--- src/trl_pkg.sv ---
// Package for the thick line rasterizer: shared types and default constants.
`timescale 1ns / 1ps

package trl_pkg;

  localparam int SCREEN_SIZE_DEF = 480;
  localparam int MAX_RADIUS_DEF  = 31;

  typedef enum logic {
    CMD_START = 1'b0,
    CMD_STEP  = 1'b1
  } cmd_t;

  typedef struct packed {
    cmd_t               cmd;
    logic signed [10:0] start_x;
    logic signed [10:0] start_y;
    logic signed [10:0] end_x;
    logic signed [10:0] end_y;
    logic [5:0]         pen_width;
    logic [15:0]        pen_color;
  } item_t;

  typedef struct packed {
    logic [8:0]  pixel_x;
    logic [8:0]  pixel_y;
    logic [15:0] pixel_color;
    logic        write_enable;
    logic        done_res;
  } pix_t;

endpackage

--- src/trl_core.sv ---
// Line walker and disc scanner: holds the line state and forms one pixel result per step.
`timescale 1ns / 1ps

module trl_core #(
  parameter int SCREEN_SIZE = trl_pkg::SCREEN_SIZE_DEF,
  parameter int MAX_RADIUS  = trl_pkg::MAX_RADIUS_DEF
) (
  input  logic           clk,
  input  logic           rst_n,
  input  logic           fire,
  input  trl_pkg::item_t item,
  output logic           res_valid,
  output trl_pkg::pix_t  res
);
  import trl_pkg::*;

  localparam logic [11:0] SCR_LIM = 12'(SCREEN_SIZE);
  localparam logic [6:0]  RAD_LIM = 7'(MAX_RADIUS);

  logic               busy_r;
  logic signed [10:0] point_x_r, point_y_r, target_x_r, target_y_r;
  logic [10:0]        adx_r;
  logic signed [11:0] ndy_r;
  logic               dirx_neg_r, diry_neg_r;
  logic signed [12:0] err_r;
  logic [4:0]         radius_r;
  logic [9:0]         rsq_r;
  logic signed [5:0]  sx_r, sy_r;
  logic [15:0]        color_r;

  logic [4:0]         r_raw, r_sat;
  logic signed [11:0] ddx, ddy;
  logic [10:0]        adx_new;
  logic signed [11:0] ndy_new;
  logic signed [12:0] err_new;
  logic [9:0]         rsq_new;

  logic signed [11:0] px, py;
  logic signed [11:0] sqx, sqy;
  logic [10:0]        d2;
  logic               in_disc, onscreen, we;
  logic signed [5:0]  rad6;
  logic               last_pos, last_point;
  logic signed [13:0] e2, ndy14, adx14, err_sum;
  logic               cond_x, cond_y;

  always_comb begin
    r_raw   = item.pen_width[5:1];
    r_sat   = ({2'b00, r_raw} > RAD_LIM) ? RAD_LIM[4:0] : r_raw;
    ddx     = $signed({item.end_x[10], item.end_x}) - $signed({item.start_x[10], item.start_x});
    ddy     = $signed({item.end_y[10], item.end_y}) - $signed({item.start_y[10], item.start_y});
    adx_new = ddx[11] ? 11'(-ddx) : ddx[10:0];
    ndy_new = ddy[11] ? ddy : -ddy;
    err_new = $signed({2'b00, adx_new}) + $signed({ndy_new[11], ndy_new});
    rsq_new = r_sat * r_sat;
  end

  always_comb begin
    px       = $signed({point_x_r[10], point_x_r}) + $signed({{6{sx_r[5]}}, sx_r});
    py       = $signed({point_y_r[10], point_y_r}) + $signed({{6{sy_r[5]}}, sy_r});
    sqx      = sx_r * sx_r;
    sqy      = sy_r * sy_r;
    d2       = 11'(sqx[9:0]) + 11'(sqy[9:0]);
    in_disc  = d2 <= {1'b0, rsq_r};
    onscreen = !px[11] && ({1'b0, px[10:0]} < SCR_LIM) &&
               !py[11] && ({1'b0, py[10:0]} < SCR_LIM);
    we       = in_disc && onscreen;
    rad6     = $signed({1'b0, radius_r});
    last_pos   = (sx_r == rad6) && (sy_r == rad6);
    last_point = (point_x_r == target_x_r) && (point_y_r == target_y_r);
    e2       = $signed({err_r, 1'b0});
    ndy14    = $signed({{2{ndy_r[11]}}, ndy_r});
    adx14    = $signed({3'b000, adx_r});
    cond_x   = e2 >= ndy14;
    cond_y   = e2 <= adx14;
    err_sum  = $signed({err_r[12], err_r}) + (cond_x ? ndy14 : 14'sd0) +
               (cond_y ? adx14 : 14'sd0);

    res_valid        = fire && (item.cmd == CMD_STEP) && busy_r;
    res.pixel_x      = we ? px[8:0] : 9'd0;
    res.pixel_y      = we ? py[8:0] : 9'd0;
    res.pixel_color  = we ? color_r : 16'd0;
    res.write_enable = we;
    res.done_res     = last_pos && last_point;
  end

  always_ff @(posedge clk) begin
    if (!rst_n) begin
      busy_r <= 1'b0;
    end else if (fire) begin
      if (item.cmd == CMD_START) begin
        busy_r <= 1'b1;
      end else if (busy_r && last_pos && last_point) begin
        busy_r <= 1'b0;
      end
    end
  end

  always_ff @(posedge clk) begin
    if (fire) begin
      if (item.cmd == CMD_START) begin
        point_x_r  <= item.start_x;
        point_y_r  <= item.start_y;
        target_x_r <= item.end_x;
        target_y_r <= item.end_y;
        adx_r      <= adx_new;
        ndy_r      <= ndy_new;
        dirx_neg_r <= !(item.start_x < item.end_x);
        diry_neg_r <= !(item.start_y < item.end_y);
        err_r      <= err_new;
        radius_r   <= r_sat;
        rsq_r      <= rsq_new;
        sx_r       <= -$signed({1'b0, r_sat});
        sy_r       <= -$signed({1'b0, r_sat});
        color_r    <= item.pen_color;
      end else if (busy_r) begin
        if (!last_pos) begin
          if (sx_r < rad6) begin
            sx_r <= sx_r + 6'sd1;
          end else begin
            sx_r <= -rad6;
            sy_r <= sy_r + 6'sd1;
          end
        end else if (!last_point) begin
          err_r <= err_sum[12:0];
          if (cond_x) begin
            point_x_r <= dirx_neg_r ? point_x_r - 11'sd1 : point_x_r + 11'sd1;
          end
          if (cond_y) begin
            point_y_r <= diry_neg_r ? point_y_r - 11'sd1 : point_y_r + 11'sd1;
          end
          sx_r <= -rad6;
          sy_r <= -rad6;
        end
      end
    end
  end

endmodule

--- src/trl_obuf.sv ---
// Two-entry result queue that decouples the result channel from the line walker.
`timescale 1ns / 1ps

module trl_obuf (
  input  logic          clk,
  input  logic          rst_n,
  input  logic          push,
  input  trl_pkg::pix_t push_data,
  output logic          room,
  output logic          pop_valid,
  input  logic          pop_ready,
  output trl_pkg::pix_t pop_data
);
  import trl_pkg::*;

  pix_t       entry_r [2];
  logic       wr_ptr_r, rd_ptr_r;
  logic [1:0] cnt_r, cnt_nxt;
  logic       do_pop;

  assign room      = (cnt_r != 2'd2);
  assign pop_valid = (cnt_r != 2'd0);
  assign pop_data  = entry_r[rd_ptr_r];
  assign do_pop    = pop_valid && pop_ready;

  always_comb begin
    cnt_nxt = cnt_r;
    if (push && !do_pop) begin
      cnt_nxt = cnt_r + 2'd1;
    end else if (!push && do_pop) begin
      cnt_nxt = cnt_r - 2'd1;
    end
  end

  always_ff @(posedge clk) begin
    if (!rst_n) begin
      wr_ptr_r <= 1'b0;
      rd_ptr_r <= 1'b0;
      cnt_r    <= 2'd0;
    end else begin
      cnt_r <= cnt_nxt;
      if (push) begin
        wr_ptr_r <= !wr_ptr_r;
      end
      if (do_pop) begin
        rd_ptr_r <= !rd_ptr_r;
      end
    end
  end

  always_ff @(posedge clk) begin
    if (push) begin
      entry_r[wr_ptr_r] <= push_data;
    end
  end

endmodule

--- src/thick_line_rasterizer.sv ---
// Top level of the thick line rasterizer: input register, line walker and result queue.
//
// The input channel takes commands with valid/ready. A start transaction loads both
// endpoints, the pen width and the colour and produces no result. Each step transaction
// produces one result for the current position of the disc scan around the current point
// of the line; a step while no line is loaded produces nothing. The result channel carries
// pixel_x, pixel_y, pixel_color, write_enable and done_res with valid/ready; done_res marks
// the last position of the last point, after which the block is idle.
// An input transaction passes the input register and then the result queue before it
// reaches the output. Throughput is one transaction per cycle while the queue has room,
// set by the state update of the line walker.
// The two-entry result queue keeps accepting while one result waits; when the receiver
// stalls and the queue is full, in_ready falls and the pending transaction is held.
// Reset is synchronous and active low; it empties the queue and the input register and
// leaves the block with no line loaded.
`timescale 1ns / 1ps

module thick_line_rasterizer #(
  parameter int SCREEN_SIZE = trl_pkg::SCREEN_SIZE_DEF,
  parameter int MAX_RADIUS  = trl_pkg::MAX_RADIUS_DEF
) (
  input  logic        clk,
  input  logic        rst_n,
  input  logic        in_valid,
  output logic        in_ready,
  input  logic        in_cmd,
  input  logic [10:0] in_start_x,
  input  logic [10:0] in_start_y,
  input  logic [10:0] in_end_x,
  input  logic [10:0] in_end_y,
  input  logic [5:0]  in_pen_width,
  input  logic [15:0] in_pen_color,
  output logic        out_valid,
  input  logic        out_ready,
  output logic [8:0]  out_pixel_x,
  output logic [8:0]  out_pixel_y,
  output logic [15:0] out_pixel_color,
  output logic        out_write_enable,
  output logic        out_done_res
);
  import trl_pkg::*;

  logic  stg_valid_r;
  item_t stg_r;
  logic  room, advance, res_valid;
  pix_t  res, out_data;

  assign advance  = stg_valid_r && room;
  assign in_ready = !stg_valid_r || room;

  always_ff @(posedge clk) begin
    if (!rst_n) begin
      stg_valid_r <= 1'b0;
    end else if (in_ready) begin
      stg_valid_r <= in_valid;
    end
  end

  always_ff @(posedge clk) begin
    if (in_valid && in_ready) begin
      stg_r.cmd       <= cmd_t'(in_cmd);
      stg_r.start_x   <= $signed(in_start_x);
      stg_r.start_y   <= $signed(in_start_y);
      stg_r.end_x     <= $signed(in_end_x);
      stg_r.end_y     <= $signed(in_end_y);
      stg_r.pen_width <= in_pen_width;
      stg_r.pen_color <= in_pen_color;
    end
  end

  trl_core #(
    .SCREEN_SIZE(SCREEN_SIZE),
    .MAX_RADIUS (MAX_RADIUS)
  ) u_core (
    .clk      (clk),
    .rst_n    (rst_n),
    .fire     (advance),
    .item     (stg_r),
    .res_valid(res_valid),
    .res      (res)
  );

  trl_obuf u_obuf (
    .clk      (clk),
    .rst_n    (rst_n),
    .push     (res_valid),
    .push_data(res),
    .room     (room),
    .pop_valid(out_valid),
    .pop_ready(out_ready),
    .pop_data (out_data)
  );

  assign out_pixel_x      = out_data.pixel_x;
  assign out_pixel_y      = out_data.pixel_y;
  assign out_pixel_color  = out_data.pixel_color;
  assign out_write_enable = out_data.write_enable;
  assign out_done_res     = out_data.done_res;

  a_no_write_zero: assert property (@(posedge clk) disable iff (!rst_n)
    out_valid && !out_write_enable |->
      out_pixel_x == 9'd0 && out_pixel_y == 9'd0 && out_pixel_color == 16'd0)
    else $error("Result without a write carries a non-zero pixel.");

  a_stall_has_result: assert property (@(posedge clk) disable iff (!rst_n)
    !in_ready |-> out_valid)
    else $error("Input stalled while no result is pending.");

  a_stage_holds: assert property (@(posedge clk) disable iff (!rst_n)
    stg_valid_r && !room |=> stg_valid_r && $stable(stg_r))
    else $error("Stalled input register lost or changed its transaction.");

endmodule
--- config.mk ---
export PLATFORM = sky130hd
export DESIGN_NAME = thick_line_rasterizer
export DESIGN_NICKNAME = d
export VERILOG_FILES = /design/src/trl_pkg.sv /design/src/trl_core.sv /design/src/trl_obuf.sv /design/src/thick_line_rasterizer.sv
export SDC_FILE = /design/constraint.sdc
export NUM_CORES = 1
export LEC_CHECK = 0
export BUFFER_PORTS_ARGS = -buffer_cell sky130_fd_sc_hd__buf_4
export CAP_MARGIN = 20
export CELL_PAD_IN_SITES_DETAIL_PLACEMENT = 1
export CELL_PAD_IN_SITES_GLOBAL_PLACEMENT = 2
export CORE_MARGIN = 10
export CORE_UTILIZATION = 25
export DETAILED_ROUTE_END_ITERATION = 12
export PLACE_DENSITY_LB_ADDON = 0.1
export RECOVER_POWER = 50
export SLEW_MARGIN = 10
export SYNTH_ARGS = -nofsm -noshare
export SYNTH_HDL_FRONTEND = slang
export SYNTH_SLANG_ARGS = --single-unit
--- constraint.sdc ---
create_clock -name clk -period 6.4 [get_ports clk]
set_clock_uncertainty 0.15 [all_clocks]
set_input_delay 0.96 -clock clk [delete_from_list [all_inputs] [get_ports clk]]
set_output_delay 0.96 -clock clk [all_outputs]
set_load 0.02 [all_outputs]
==> results.rst <==
.. list-table::
   :header-rows: 1

   * - Metric
     - Value
   * - Sink count of the clock tree
     - about 270
   * - Port Buffers
     - roughly 110
   * - DRC viols
     - 0
   * - Hold Path Class
     - flip-flop to flip-flop
   * - Die X
     - 289.0 um
   * - Leading cell types in the layout, fill and taps excluded
     - sky130_fd_sc_hd__edfxtp_1 (261), sky130_fd_sc_hd__inv_1 (183), sky130_fd_sc_hd__ha_1 (166), sky130_fd_sc_hd__buf_4 (122), sky130_fd_sc_hd__xnor2_1 (105)
   * - Busiest metal layer after global routing
     - met2
   * - Post-Syn Instances
     - about 1,600
   * - Post-route insts no fill
     - about 2,800
   * - Mapped Avg Cell Area
     - 11.12 um^2
   * - CP endpoint kind
     - flip-flop
   * - Area occupied by multi-input gates
     - 9644 um^2
   * - Fraction of synthesized cell area taken by the top area cell type
     - between 40% and 50%
   * - Critical Path Slowest Stage Cell
     - sky130_fd_sc_hd__fa_2
   * - Synthesized cell area
     - 18,090 um^2
   * - Setup repair after global routing missed its margin
     - yes
   * - Peak supply drop
     - 0.2315 mV
   * - Stage delay of the slowest cell on the critical path
     - 530 ps
   * - Filler cells
     - 7,996
   * - Arrival time of data at the critical path endpoint
     - between 6000 and 7000 ps
   * - Overall power after layout
     - around 8000 uW
   * - Pin count of the biggest net entering global routing
     - 67
   * - Clk root buf
     - sky130_fd_sc_hd__clkbuf_16
   * - Ratio of final minimum period to clock period
     - a little over nine tenths
   * - Inst Count DP
     - about 2,700
   * - Met2 Use GR
     - between 20% and 30%
   * - First-pass GRT wire length
     - around 83,000 um
   * - Final Util
     - 31.45%
   * - Dominant cells by area after synthesis
     - sky130_fd_sc_hd__edfxtp_1 (43%), sky130_fd_sc_hd__ha_1 (12%), sky130_fd_sc_hd__fa_1 (6.3%)
   * - Most used cell along the critical path
     - sky130_fd_sc_hd__inv_2
   * - Clock tree from TritonCTS
     - built
   * - Clock transition at path regs
     - 60 ps
   * - Max Slew Vio Count
     - between 100 and 150
   * - GRT Overall Usage
     - 13.00%
   * - Nets in the synthesized netlist
     - approximately 1,900
   * - Core Region
     - a little over 70,000 um^2
   * - Number of iterations in the first detailed-routing pass
     - 6
   * - Overall die area
     - around 84,000 um^2
   * - Max clock buf depth
     - 3
   * - Violations in the final reports
     - capacitance limit, slew limit
   * - Combined flip-flop and latch cell area
     - roughly 8000 um^2
   * - Max-slew headroom at the worst pin
     - -221.2%
   * - Number of synthesized flops with an enable pin
     - about 260
   * - Layout cells sized above 1
     - between 20% and 30%
   * - Power density over cell area
     - 353.2 nW/um^2
   * - Final routed wirelength across all metal layers
     - about 55,000 um
   * - Insertion delay of the later-clocked pin in the worst-skew pair
     - 570 ps
   * - Crit-path leading delay family
     - adder cells
   * - Startpoint-to-endpoint class of the critical path
     - flip-flop to flip-flop
   * - Post-synthesis cell type count
     - between 70 and 80
   * - Antenna cells
     - 0
   * - Global routing usage on met3
     - under 10%
   * - Maximum frequency from static timing analysis
     - about 160 MHz
   * - Number of standard-cell rows in the floorplan
     - 98
   * - Bufs and invs on worst path
     - 10
   * - Starting density of the core
     - between 20% and 30%
   * - Synthesis warning total
     - 0
   * - Proportion of synthesized chip area in sequential cells
     - ~44%
   * - Pin slew with the least headroom to its limit
     - between 4000 and 5000 ps
   * - Violation count after the first detailed-route iteration
     - approximately 470
   * - Detailed Place HPWL
     - about 43,000 um
   * - Fraction of registers with async set or reset after synthesis
     - 0%
   * - Total via count after detailed routing
     - about 13,000
   * - Number of storage elements in the synthesis netlist
     - 268
   * - Hold buffer count at CTS
     - 0
   * - Crit start category
     - flip-flop
   * - Clock buffers created by TritonCTS
     - 39
   * - Most common library cell in the layout ignoring fill and taps
     - sky130_fd_sc_hd__edfxtp_1
   * - Final worst setup slack
     - approximately 160 ps
   * - Leakage dissipation
     - ~0.009 uW
   * - Final layout net count
     - between 2,000 and 2,500
   * - H-tree depth
     - 2
   * - GR Util met1
     - around 17%
   * - Antenna-violating nets left
     - 0
   * - Number of maximum-capacitance violations
     - 3
   * - Number of endpoints failing setup at the final stage
     - 0
   * - Pre-CTS setup slack
     - -470.0 ps
   * - Initial antenna violation count
     - 1
   * - Cell type with the highest aggregate area in the netlist
     - sky130_fd_sc_hd__edfxtp_1
   * - Vias per std cell
     - 4.489
   * - Min cycle time layout
     - a little over 6000 ps
   * - Final GP Congestion
     - around 0.79
   * - Status
     - finished with violations
   * - Setup total negative slack
     - 0 ps
   * - Critical path fanouts, max
     - 5
   * - Y dimension of the die
     - a little under 300 um
   * - Most used DFF post-synth
     - sky130_fd_sc_hd__edfxtp_1
   * - Area growth, synth to finish
     - 24.47%
   * - Number of global-route vias before repair
     - about 14,000
   * - Data required time at the worst endpoint
     - 6680 ps
   * - Count of boundary I/O pins
     - about 110
   * - Hold violation total from the final report
     - 0
   * - Detail-routed net length per standard cell
     - about 19 um
   * - Grt ovf
     - 0
logic make-up after synthesis:
| logic type | after synthesis | synth area share [%] |
|---|---|---|
| AOI/OAI and AO/OA | 295 | 10.69 |
| xor gates and xnor gates | 143 | 6.922 |
| adders and majority gates | 233 | 18.48 |
| buffers and inverters | 235 | 4.917 |
| DFF | 268 | 44.09 |
| muxes | 60 | 3.610 |
| and+or+nand+nor | 393 | 11.29 |
registers in the layout (all words and copies together) (netlist names), 2 cells and up, named ones only:
signal and cells:
u_core.target_y_r 11, u_core.sx_r 6, stg_r 66, u_core.rsq_r 9, u_core.radius_r 4, u_obuf.cnt_r 2
u_core.adx_r 11, u_core.color_r 16, u_core.point_y_r 11, u_core.ndy_r 12, u_core.point_x_r 11, u_core.sy_r 6
u_obuf.entry_r 72, u_core.target_x_r 11, u_core.err_r 13
per-stage QoR:
step / hold slack, ps / cell area (um^2)
floorplan: 250.3 / 18090
global placement: 255.2 / 20540
detailed placement: 255.2 / 20540
CTS: 268.0 / 22250
global route: 275.0 / 22520
finish: 269.3 / 22520
area by class of cell:
class	instances	area share, %
Clock buffer	47	4.467
Timing Repair Buffer	211	7.606
Multi-Input combinational cell	1124	42.82
Inverter	201	3.350
Sequential cell	268	35.43
Tap cell	950	5.278
Clock inverter	23	1.045
cell usage after synthesis, types with 4 or more instances:
master	number
sky130_fd_sc_hd__o22ai_1	4
sky130_fd_sc_hd__and3_1	10
sky130_fd_sc_hd__a21boi_0	4
sky130_fd_sc_hd__and2_1	49
sky130_fd_sc_hd__or2_2	6
sky130_fd_sc_hd__edfxtp_1	261
sky130_fd_sc_hd__nor3_1	23
sky130_fd_sc_hd__nand4_1	16
sky130_fd_sc_hd__o31a_1	5
sky130_fd_sc_hd__a21oi_1	72
sky130_fd_sc_hd__xnor2_1	107
sky130_fd_sc_hd__nor2_1	83
sky130_fd_sc_hd__inv_1	200
sky130_fd_sc_hd__nand2b_1	23
sky130_fd_sc_hd__nor3b_1	7
sky130_fd_sc_hd__nand3_1	36
sky130_fd_sc_hd__a31o_2	5
sky130_fd_sc_hd__o21bai_1	14
sky130_fd_sc_hd__o21ai_0	61
sky130_fd_sc_hd__ha_1	176
sky130_fd_sc_hd__a31oi_1	14
sky130_fd_sc_hd__nand3b_1	5
sky130_fd_sc_hd__a21o_1	33
sky130_fd_sc_hd__fa_1	57
sky130_fd_sc_hd__nor2b_1	16
sky130_fd_sc_hd__mux2_2	41
sky130_fd_sc_hd__o21a_1	23
sky130_fd_sc_hd__dfxtp_1	7
sky130_fd_sc_hd__a211oi_1	18
sky130_fd_sc_hd__buf_1	4
sky130_fd_sc_hd__or3_1	13
sky130_fd_sc_hd__clkbuf_1	26
sky130_fd_sc_hd__nand2_1	84
sky130_fd_sc_hd__a211o_1	4
sky130_fd_sc_hd__o31ai_1	4
sky130_fd_sc_hd__mux2i_1	18
sky130_fd_sc_hd__xor2_1	36
sky130_fd_sc_hd__nor4_1	7
path summary, 6_finish.rpt:
kind                            startpoint                              end  slack (ps)  depth (start not counted)
setup reg to reg  u_core.sx_r[4]$_DFFE_PP_  u_obuf.entry_r[0][13]$_DFFE_PP_         160                         28
setup / recovery  u_core.sx_r[4]$_DFFE_PP_  u_obuf.entry_r[0][13]$_DFFE_PP_         160                         28
hold reg to reg         stg_r[5]$_DFFE_PP_      u_core.color_r[5]$_DFFE_PP_         270                          0
hold / removal          stg_r[5]$_DFFE_PP_      u_core.color_r[5]$_DFFE_PP_         270                          0
layer usage:
layer / wire [um] / share of wire, %
met4: 1191 / 2.2
met2: 26120 / 47
met3: 1895 / 3.4
met1: 25820 / 47
met5: 0 / 0
what timing repair did:
action	4_1_cts	5_1_grt
buffers inserted	21	9
resized for setup	53	61
pin swaps	40	49
setup endpoints to repair	70	70
gates cloned	1	4
power by group:
group | switching [uW] | internal [uW] | leakage, uW
Clock | 876 | 1220 | 0.000596
Combinational | 1860 | 1790 | 0.00617
Sequential | 105 | 2100 | 0.00238
No activity file was read; power rests on OpenSTA's default activity.
